### src/hw/rtl/lsfe_pkg.sv
`timescale 1ns / 1ps

package lsfe_pkg;

    // defaults for the top-level parameters
    localparam int DEF_MAX_PIXELS  = 64;
    localparam int DEF_SWEEP_STEPS = 13;

    // field and register widths
    localparam int LED_COUNT_W = 7;
    localparam int COLOR_W     = 24;
    localparam int MODE_W      = 2;
    localparam int CCOUNT_W    = 2;
    localparam int PERIOD_W    = 16;
    localparam int INDEX_W     = 6;
    localparam int CFG_IDX_W   = 3;
    localparam int CFG_DATA_W  = 24;

    // phase hold lengths after the sweep ramp
    localparam int SWEEP_ON_HOLD  = 4;
    localparam int SWEEP_OFF_HOLD = 4;

    // n / 3 as (n * 171) >> 9, exact for n below 256
    localparam int THIRD_MUL   = 171;
    localparam int THIRD_SHIFT = 9;
    localparam int THIRD_PROD_W = LED_COUNT_W + 8;

    // fixed colors in wire order, green high
    localparam logic [COLOR_W-1:0] ORANGE_GRB = 24'h28A000;
    localparam logic [COLOR_W-1:0] RED_GRB    = 24'h00CC00;
    localparam logic [COLOR_W-1:0] OFF_GRB    = 24'h000000;

    // effect codes
    localparam logic [MODE_W-1:0] MODE_SOLID  = 2'd0;
    localparam logic [MODE_W-1:0] MODE_THIRDS = 2'd1;
    localparam logic [MODE_W-1:0] MODE_SWEEP  = 2'd2;

    // color count codes with special meaning
    localparam logic [CCOUNT_W-1:0] CCOUNT_TWO   = 2'd2;
    localparam logic [CCOUNT_W-1:0] CCOUNT_THREE = 2'd3;

    // configuration register indexes
    localparam logic [CFG_IDX_W-1:0] CFG_EFFECT_MODE    = 3'd0;
    localparam logic [CFG_IDX_W-1:0] CFG_FIRST_COLOR    = 3'd1;
    localparam logic [CFG_IDX_W-1:0] CFG_SECOND_COLOR   = 3'd2;
    localparam logic [CFG_IDX_W-1:0] CFG_COLOR_COUNT    = 3'd3;
    localparam logic [CFG_IDX_W-1:0] CFG_FRAME_INTERVAL = 3'd4;
    localparam logic [CFG_IDX_W-1:0] CFG_LED_COUNT      = 3'd5;

    typedef struct packed {
        logic accept_tick;
        logic load_pixel;
    } lsfe_cmd_t;

    typedef struct packed {
        logic frame_start;
        logic last_pixel;
    } lsfe_status_t;

    // rgb packing (red high) to wire order (green high)
    function automatic logic [COLOR_W-1:0] to_grb(input logic [COLOR_W-1:0] rgb);
        return {rgb[15:8], rgb[23:16], rgb[7:0]};
    endfunction

endpackage

### src/hw/rtl/led_strip_effect_frame_engine_unit.sv
`timescale 1ns / 1ps

// led strip effect frame engine: each transfer on the input channel is one system
// tick. when the elapsed count reaches the frame interval register the frame phase
// steps (modulo SWEEP_STEPS + 9) and, unless the color count is three, a frame of
// led_count pixels (capped at MAX_PIXELS and at 127) follows on the output channel in
// grb wire order, one pixel per cycle while out_stall is low, frame_last marking the
// final one. in_stall stays high while the pixel counter walks the frame through the
// single output register, and out_stall on a pixel ahead of the last holds it there.
// ticks that fire no frame leave the block idle.
// effects: solid fill, blinking thirds (orange outer thirds on odd phases, red middle),
// and a sweep whose lit count is found per pixel by a running compare, not a divide.
// registers are to be written only while the block is idle; the block itself does
// not enforce this. writes to unused indexes are ignored.

module led_strip_effect_frame_engine_unit
    import lsfe_pkg::*;
#(
    parameter int MAX_PIXELS  = DEF_MAX_PIXELS,
    parameter int SWEEP_STEPS = DEF_SWEEP_STEPS
)
(
    input  logic                  clk,
    input  logic                  rst_n,
    // configuration write port
    input  logic                  cfg_we,
    input  logic [CFG_IDX_W-1:0]  cfg_index,
    input  logic [CFG_DATA_W-1:0] cfg_data,
    // tick channel
    input  logic                  in_valid,
    output logic                  in_stall,
    input  logic                  restart,
    // pixel channel
    output logic                  out_valid,
    input  logic                  out_stall,
    output logic [INDEX_W-1:0]    pixel_index,
    output logic [COLOR_W-1:0]    pixel_grb,
    output logic                  frame_last
);

    lsfe_cmd_t    cmd;
    lsfe_status_t status;

    // sequencer: idle / emitting a frame, owns both handshakes
    lsfe_ctrl u_ctrl (
        .clk       (clk),
        .rst_n     (rst_n),
        .in_valid  (in_valid),
        .in_stall  (in_stall),
        .out_valid (out_valid),
        .out_stall (out_stall),
        .status    (status),
        .cmd       (cmd)
    );

    // registers, tick counters, frame context and pixel generation
    lsfe_datapath #(
        .MAX_PIXELS  (MAX_PIXELS),
        .SWEEP_STEPS (SWEEP_STEPS)
    ) u_datapath (
        .clk         (clk),
        .rst_n       (rst_n),
        .cfg_we      (cfg_we),
        .cfg_index   (cfg_index),
        .cfg_data    (cfg_data),
        .restart     (restart),
        .cmd         (cmd),
        .status      (status),
        .pixel_index (pixel_index),
        .pixel_grb   (pixel_grb),
        .frame_last  (frame_last)
    );

    // pixels are only generated while ticks are held off
    assert property (@(posedge clk) disable iff (!rst_n)
        cmd.load_pixel |-> in_stall)
        else $error("pixel loaded while tick channel open");

    // a tick is never taken in the same cycle a pixel is loaded
    assert property (@(posedge clk) disable iff (!rst_n)
        cmd.accept_tick |-> !cmd.load_pixel)
        else $error("tick accepted during pixel load");

    // a pixel transfer that is not the last one happens mid-frame
    assert property (@(posedge clk) disable iff (!rst_n)
        (out_valid && !out_stall && !frame_last) |-> in_stall)
        else $error("non-final pixel while idle");

    // a stalled pixel stays valid and keeps its payload
    assert property (@(posedge clk) disable iff (!rst_n)
        (out_valid && out_stall) |=> (out_valid && $stable(pixel_index)
                                      && $stable(pixel_grb) && $stable(frame_last)))
        else $error("stalled pixel changed");

endmodule

### src/hw/rtl/lsfe_ctrl.sv
`timescale 1ns / 1ps

module lsfe_ctrl
    import lsfe_pkg::*;
(
    input  logic         clk,
    input  logic         rst_n,
    input  logic         in_valid,
    output logic         in_stall,
    output logic         out_valid,
    input  logic         out_stall,
    input  lsfe_status_t status,
    output lsfe_cmd_t    cmd
);

    localparam logic ST_IDLE = 1'b0;
    localparam logic ST_EMIT = 1'b1;

    logic state_reg;
    logic state_next;
    logic out_valid_reg;
    logic out_valid_next;
    logic slot_free;

    assign slot_free = !out_valid_reg || !out_stall;

    always_comb
    begin
        state_next      = state_reg;
        in_stall        = 1'b1;
        cmd.accept_tick = 1'b0;
        cmd.load_pixel  = 1'b0;
        unique case (state_reg)
            ST_IDLE:
            begin
                in_stall        = 1'b0;
                cmd.accept_tick = in_valid;
                if (in_valid && status.frame_start)
                begin
                    state_next = ST_EMIT;
                end
            end
            ST_EMIT:
            begin
                cmd.load_pixel = slot_free;
                if (slot_free && status.last_pixel)
                begin
                    state_next = ST_IDLE;
                end
            end
            default:
            begin
                state_next = ST_IDLE;
            end
        endcase
    end

    always_comb
    begin
        if (cmd.load_pixel)
        begin
            out_valid_next = 1'b1;
        end
        else if (out_valid_reg && out_stall)
        begin
            out_valid_next = 1'b1;
        end
        else
        begin
            out_valid_next = 1'b0;
        end
    end

    always_ff @(posedge clk or negedge rst_n)
    begin
        if (!rst_n)
        begin
            state_reg     <= ST_IDLE;
            out_valid_reg <= 1'b0;
        end
        else
        begin
            state_reg     <= state_next;
            out_valid_reg <= out_valid_next;
        end
    end

    assign out_valid = out_valid_reg;

endmodule

### src/hw/rtl/lsfe_datapath.sv
`timescale 1ns / 1ps

module lsfe_datapath
    import lsfe_pkg::*;
#(
    parameter int MAX_PIXELS  = DEF_MAX_PIXELS,
    parameter int SWEEP_STEPS = DEF_SWEEP_STEPS
)
(
    input  logic                  clk,
    input  logic                  rst_n,
    input  logic                  cfg_we,
    input  logic [CFG_IDX_W-1:0]  cfg_index,
    input  logic [CFG_DATA_W-1:0] cfg_data,
    input  logic                  restart,
    input  lsfe_cmd_t             cmd,
    output lsfe_status_t          status,
    output logic [INDEX_W-1:0]    pixel_index,
    output logic [COLOR_W-1:0]    pixel_grb,
    output logic                  frame_last
);

    localparam int PHASE_MOD = SWEEP_STEPS + SWEEP_ON_HOLD + SWEEP_OFF_HOLD + 1;
    localparam int PHASE_W   = $clog2(PHASE_MOD);
    localparam int PROD_W    = LED_COUNT_W + PHASE_W;
    localparam int N_CAP     = (MAX_PIXELS < (2 ** LED_COUNT_W) - 1) ?
                               MAX_PIXELS : (2 ** LED_COUNT_W) - 1;

    localparam logic [LED_COUNT_W-1:0] N_CAP_V      = N_CAP[LED_COUNT_W-1:0];
    localparam logic [PHASE_W-1:0]     PHASE_LAST   = PHASE_W'(PHASE_MOD - 1);
    localparam logic [PHASE_W-1:0]     SWEEP_END    = PHASE_W'(SWEEP_STEPS);
    localparam logic [PHASE_W-1:0]     HOLD_END     = PHASE_W'(SWEEP_STEPS + SWEEP_ON_HOLD);
    localparam logic [PROD_W-1:0]      STEP_V       = PROD_W'(SWEEP_STEPS);
    localparam logic [PERIOD_W-1:0]    ELAPSED_MAX  = '1;

    // configuration registers
    logic [MODE_W-1:0]      effect_mode_reg;
    logic [COLOR_W-1:0]     first_color_reg;
    logic [COLOR_W-1:0]     second_color_reg;
    logic [CCOUNT_W-1:0]    color_count_reg;
    logic [PERIOD_W-1:0]    frame_interval_reg;
    logic [LED_COUNT_W-1:0] led_count_reg;

    // tick state
    logic [PERIOD_W-1:0] elapsed_reg;
    logic [PERIOD_W-1:0] elapsed_next;
    logic [PHASE_W-1:0]  phase_reg;
    logic [PHASE_W-1:0]  phase_next;

    // frame context
    logic [LED_COUNT_W-1:0] n_reg;
    logic [LED_COUNT_W-1:0] third_reg;
    logic [PROD_W-1:0]      prod_reg;
    logic [COLOR_W-1:0]     active_reg;
    logic                   odd_reg;
    logic                   sweep_part_reg;
    logic                   sweep_all_reg;

    // pixel walk
    logic [LED_COUNT_W-1:0] pix_reg;
    logic [PROD_W-1:0]      acc_reg;

    // output register
    logic [INDEX_W-1:0] index_reg;
    logic [COLOR_W-1:0] grb_reg;
    logic               last_reg;

    logic [PERIOD_W-1:0]     elapsed_base;
    logic [PERIOD_W-1:0]     elapsed_inc;
    logic [PHASE_W-1:0]      phase_base;
    logic                    fire;
    logic [LED_COUNT_W-1:0]  n_cur;
    logic [THIRD_PROD_W-1:0] third_prod;
    logic [LED_COUNT_W:0]    third_dbl;
    logic                    middle;
    logic                    lit;
    logic [COLOR_W-1:0]      pix_color;

    always_ff @(posedge clk or negedge rst_n)
    begin
        if (!rst_n)
        begin
            effect_mode_reg    <= MODE_SOLID;
            first_color_reg    <= '0;
            second_color_reg   <= '0;
            color_count_reg    <= CCOUNT_W'(1);
            frame_interval_reg <= PERIOD_W'(50);
            led_count_reg      <= LED_COUNT_W'(16);
        end
        else if (cfg_we)
        begin
            unique case (cfg_index)
                CFG_EFFECT_MODE:    effect_mode_reg    <= cfg_data[MODE_W-1:0];
                CFG_FIRST_COLOR:    first_color_reg    <= cfg_data[COLOR_W-1:0];
                CFG_SECOND_COLOR:   second_color_reg   <= cfg_data[COLOR_W-1:0];
                CFG_COLOR_COUNT:    color_count_reg    <= cfg_data[CCOUNT_W-1:0];
                CFG_FRAME_INTERVAL: frame_interval_reg <= cfg_data[PERIOD_W-1:0];
                CFG_LED_COUNT:      led_count_reg      <= cfg_data[LED_COUNT_W-1:0];
                default:
                begin
                end
            endcase
        end
    end

    // tick bookkeeping
    always_comb
    begin
        elapsed_base = restart ? '0 : elapsed_reg;
        phase_base   = restart ? '0 : phase_reg;
        elapsed_inc  = (elapsed_base == ELAPSED_MAX) ? elapsed_base
                                                     : elapsed_base + PERIOD_W'(1);
        fire         = (elapsed_inc >= frame_interval_reg);
        elapsed_next = fire ? '0 : elapsed_inc;
        if (!fire)
        begin
            phase_next = phase_base;
        end
        else if (phase_base == PHASE_LAST)
        begin
            phase_next = '0;
        end
        else
        begin
            phase_next = phase_base + PHASE_W'(1);
        end
        n_cur      = (led_count_reg > N_CAP_V) ? N_CAP_V : led_count_reg;
        third_prod = THIRD_PROD_W'(n_cur) * THIRD_PROD_W'(THIRD_MUL);
    end

    assign status.frame_start = fire && (color_count_reg != CCOUNT_THREE) && (n_cur != '0);
    assign status.last_pixel  = (pix_reg == n_reg - LED_COUNT_W'(1));

    always_ff @(posedge clk or negedge rst_n)
    begin
        if (!rst_n)
        begin
            elapsed_reg <= '0;
            phase_reg   <= '0;
        end
        else if (cmd.accept_tick)
        begin
            elapsed_reg <= elapsed_next;
            phase_reg   <= phase_next;
        end
    end

    // frame context snapshot
    always_ff @(posedge clk)
    begin
        if (cmd.accept_tick)
        begin
            n_reg          <= n_cur;
            third_reg      <= LED_COUNT_W'(third_prod >> THIRD_SHIFT);
            prod_reg       <= PROD_W'(n_cur) * PROD_W'(phase_next);
            active_reg     <= to_grb((color_count_reg == CCOUNT_TWO && phase_next[0]) ?
                                     second_color_reg : first_color_reg);
            odd_reg        <= phase_next[0];
            sweep_part_reg <= (phase_next <= SWEEP_END);
            sweep_all_reg  <= (phase_next > SWEEP_END) && (phase_next < HOLD_END);
        end
    end

    // ramp: pixel i lit when (i+1)*steps <= n*phase
    always_comb
    begin
        third_dbl = {third_reg, 1'b0};
        middle    = (pix_reg >= third_reg) && ({1'b0, pix_reg} < third_dbl);
        lit       = sweep_part_reg ? (acc_reg <= prod_reg) : sweep_all_reg;
        case (effect_mode_reg)
            MODE_THIRDS: pix_color = middle ? RED_GRB : (odd_reg ? ORANGE_GRB : OFF_GRB);
            MODE_SWEEP:  pix_color = lit ? active_reg : OFF_GRB;
            default:     pix_color = active_reg;
        endcase
    end

    always_ff @(posedge clk or negedge rst_n)
    begin
        if (!rst_n)
        begin
            pix_reg <= '0;
            acc_reg <= '0;
        end
        else if (cmd.accept_tick)
        begin
            pix_reg <= '0;
            acc_reg <= STEP_V;
        end
        else if (cmd.load_pixel)
        begin
            pix_reg <= pix_reg + LED_COUNT_W'(1);
            acc_reg <= acc_reg + STEP_V;
        end
    end

    always_ff @(posedge clk)
    begin
        if (cmd.load_pixel)
        begin
            index_reg <= pix_reg[INDEX_W-1:0];
            grb_reg   <= pix_color;
            last_reg  <= status.last_pixel;
        end
    end

    assign pixel_index = index_reg;
    assign pixel_grb   = grb_reg;
    assign frame_last  = last_reg;

endmodule
### config.mk
export PLATFORM = sky130hd
export DESIGN_NAME = led_strip_effect_frame_engine_unit
export DESIGN_NICKNAME = d
export VERILOG_FILES = /design/src/hw/rtl/lsfe_pkg.sv /design/src/hw/rtl/led_strip_effect_frame_engine_unit.sv /design/src/hw/rtl/lsfe_ctrl.sv /design/src/hw/rtl/lsfe_datapath.sv
export SDC_FILE = /design/constraint.sdc
export NUM_CORES = 1
export LEC_CHECK = 0
export ABC_AREA = 0
export CORE_ASPECT_RATIO = 0.5
export CORE_MARGIN = 10
export CORE_UTILIZATION = 50
export DETAILED_ROUTE_END_ITERATION = 8
export DONT_BUFFER_PORTS = 1
export PLACE_DENSITY = 0.68
export SKIP_LAST_GASP = 1
export SLEW_MARGIN = 20
export SYNTH_ARGS = -nofsm -noshare
export SYNTH_HDL_FRONTEND = slang
export SYNTH_SLANG_ARGS = --single-unit
### constraint.sdc
create_clock -name clk -period 7.65 [get_ports clk]
set_clock_uncertainty 0.2 [all_clocks]
set_input_delay 1.53 -clock clk [delete_from_list [all_inputs] [get_ports clk]]
set_output_delay 1.53 -clock clk [all_outputs]
set_load 0.05 [all_outputs]
==> metrics.txt <==
CP most frequent cell=fa_1; Most used DFF post-synth=dfrtp_1; Final Wtd Congestion=0.8827; antenna viol nets, final=0; Setup Viol. Count Final=0; clk_lat worst skew=440 ps; chip width=234.8 um; DP Area=0.01213 mm^2; Core Util, Final=0.5603; vias in the first global route=7757; Slowest Stage Delay on Critical Path=580 ps; number of antenna violations at the first check in global routing=0; largest net degree at the start of global routing=118; Pwr Density=238.5 mW/mm^2; CP delay by family, top=compound AO/OA/AOI/OAI gates; Inserted Clock Buffers=17; Worst Path Required=7640 ps; Via Count=7455; cell count of the worst reg-to-reg path=25; Initial Utilization=0.5070; Design Power=3.038 mW; FMAX=137.0 MHz; Die H=127.4 um; Detail Placement HPWL=17.45 mm; first-pass GRT wire length=39.81 mm; CP arrival=7290 ps; Slew Viols, Final=0; total global routing overflow=0; die area=0.02990 mm^2; TritonCTS clock tree=yes; DR pass1 iterations=7; worst-case clock buffer depth=2; # resized after CTS=0; CP Depth=25; Final min period=7301 ps; vias per cell=5.510; Lkg Pwr=5.744 nW; CP endpoint kind=flip-flop; CTS clock-pin slew for the worst setup and hold paths=70 ps; Worst slew margin=0.4488; Max IR drop VDD=0.0001317 V; placed cells=1321; CP max FO=33; CTS H-Tree Depth=4; hold path cells=2; drc violations=0; Tot GR Track Use=0.1634; period utilisation layout=0.9544; CP Buf/Inv Count=1; n_diodes=0; syn nets=1171; final WL=24.24 mm; Crit-path slowest cell=fa_1; HP Class=reg2reg; sequential-to-total area share from yosys stat=0.4706; Hold Worst Slack=281.6 ps; wire per inst=17.91 um; Setup crit start kind=input port; Layout Cells excl Fill=1353; num ports=66; Post-synth EDFFs=83; nets@finish=1194; ys async rst share=0.5850; clk sinks=200; outcome=complete, no violations; Core ar.=0.02274 mm^2; clock root buffer=clkbuf_16; post-synth design cell area=0.01153 mm^2; 1st-iter DRT viols=603; syn_area_per_cell=11.42 um^2; final hold vios=0; #FFs+latches synth=200; fin area=0.01274 mm^2; cell count after synthesis=1010; P&R area growth vs syn=10.49%; Synth Warn #=0; MaxCap Viol Count=0; kind of critical path=in2reg; post-CTS setup buffer count=0; FP Rows=39; synth unique cells=66; Port Buffers=0; layout cells sized above 1=0.1673; worst slew pin tran=820.5 ps; Hold-fix buffers, CTS=0
## logic make-up after synthesis
kind of cell	Yosys count	share of synthesized area
AND/OR/NAND/NOR	276	0.1199
flip-flops	200	0.4706
AO/OA/AOI/OAI	155	0.08617
adder cells (fa/ha/maj)	128	0.1545
buffers and inverters	116	0.03928
multiplexers	88	0.09213
XOR/XNOR	47	0.03733
## Yosys cell counts (all sizes together) (4+ instances only)
| library cell | n | share of area |
|---|---|---|
| a2111oi | 4 | 0.0047 |
| a211oi | 6 | 0.0050 |
| a21o | 18 | 0.012 |
| a21oi | 41 | 0.018 |
| a22o | 9 | 0.0068 |
| and2 | 24 | 0.013 |
| buf | 7 | 0.0038 |
| clkbuf | 22 | 0.0072 |
| dfrtp | 112 | 0.24 |
| dfstp | 5 | 0.011 |
| edfxtp | 83 | 0.22 |
| fa | 24 | 0.042 |
| ha | 104 | 0.11 |
| inv | 87 | 0.028 |
| mux2 | 85 | 0.090 |
| nand2 | 79 | 0.026 |
| nand2b | 18 | 0.0098 |
| nand3 | 24 | 0.010 |
| nand4 | 11 | 0.0060 |
| nor2 | 64 | 0.021 |
| nor2b | 11 | 0.0060 |
| nor3 | 12 | 0.0052 |
| nor4 | 4 | 0.0033 |
| o21ai | 52 | 0.023 |
| o31ai | 5 | 0.0033 |
| or3 | 9 | 0.0049 |
| xnor2 | 32 | 0.026 |
| xor2 | 15 | 0.011 |
## layer usage
metal  routed length, um  part of all wire  GRT usage  vias to the layer above
met5                   0                 0          0                        -
met4                 808             0.033    0.07205                        0
met3                 747             0.031    0.03038                       49
met2               11790              0.49     0.2812                      140
met1               10900              0.45     0.1990                     3676
li1                    -                 -          -                     3590
## cell type report
cell class,instances,area [um^2]
Multi-Input combinational cell,694,5766
Sequential cell,200,5426
Clock buffer,18,429.2
Tap cell,307,384.1
Inverter,87,326.6
Fill cell,1890,10000
Clock inverter,14,160.2
Timing Repair Buffer,33,247.7
## worst reg2reg max path, delay by kind of cell, from the launching register on
kind	cells	cell delay, ps
AO/OA/AOI/OAI	11	2370
XOR/XNOR	2	240
adder cells (fa/ha/maj)	5	2030
buffers and inverters	1	60
flip-flops	1	460
AND/OR/NAND/NOR	6	1150
## final timing paths
check | from | end | slack, ps
min in group asynchronous | rst_n | u_datapath.elapsed_reg[4] | 590
worst min-delay path | u_datapath.elapsed_reg[0] | u_datapath.elapsed_reg[0] | 280
worst max-delay path | restart | u_datapath.prod_reg[11] | 350
max in group asynchronous | rst_n | u_datapath.color_count_reg[0] | 6420
worst max register to register | u_datapath.elapsed_reg[2] | u_datapath.prod_reg[11] | 880
worst min register to register | u_datapath.elapsed_reg[0] | u_datapath.elapsed_reg[0] | 280
## metrics by stage
stage / setup TNS, ps / setup slack [ps]
floorplan: 0 / 3.330
global placement: -1.816 / -1.816
detailed placement: -236.9 / -146.1
CTS: 0 / 311.7
global route: -0.3588 / -0.3588
finish: 0 / 349.0
## cells in the final DEF, fill, tap and decap left out, types with 3 or more instances in the layout
| cell type | synthesis | layout |
|---|---|---|
| a211oi_1 | 5 | 5 |
| dfstp_2 | 5 | 5 |
| o31ai_1 | 5 | 5 |
| mux2i_1 | 3 | 3 |
| nand2b_1 | 18 | 18 |
| o21ai_1 | 8 | 8 |
| inv_8 | 0 | 3 |
| xor2_1 | 15 | 15 |
| nor2_1 | 63 | 63 |
| and2_1 | 24 | 24 |
| nand3_1 | 24 | 24 |
| nor3_1 | 12 | 11 |
| clkbuf_16 | 0 | 17 |
| nor2b_1 | 11 | 9 |
| or3_1 | 9 | 9 |
| o21ai_0 | 43 | 43 |
| mux2_1 | 5 | 5 |
| fa_1 | 24 | 24 |
| nand2_1 | 79 | 77 |
| inv_1 | 86 | 85 |
| mux2_4 | 20 | 20 |
| a21oi_1 | 41 | 38 |
| nand4b_1 | 3 | 3 |
| mux2_2 | 60 | 60 |
| buf_4 | 0 | 33 |
| a21o_1 | 18 | 18 |
| and3_1 | 3 | 3 |
| nand4_1 | 11 | 11 |
| or4_1 | 3 | 3 |
| edfxtp_1 | 83 | 83 |
| ha_1 | 104 | 102 |
| clkinvlp_4 | 0 | 3 |
| dfrtp_1 | 112 | 112 |
| xnor2_1 | 31 | 31 |
| a22o_1 | 9 | 9 |
| inv_6 | 0 | 3 |
## power breakdown
group | internal [mW] | switching (mW) | leakage, nW | total, mW
Clock | 0.491 | 0.425 | 0.281 | 0.916
Combinational | 0.347 | 0.386 | 3.19 | 0.734
Sequential | 1.30 | 0.0901 | 2.28 | 1.39
Total | 2.14 | 0.902 | 5.74 | 3.04
(Power assumes the default switching activity.)
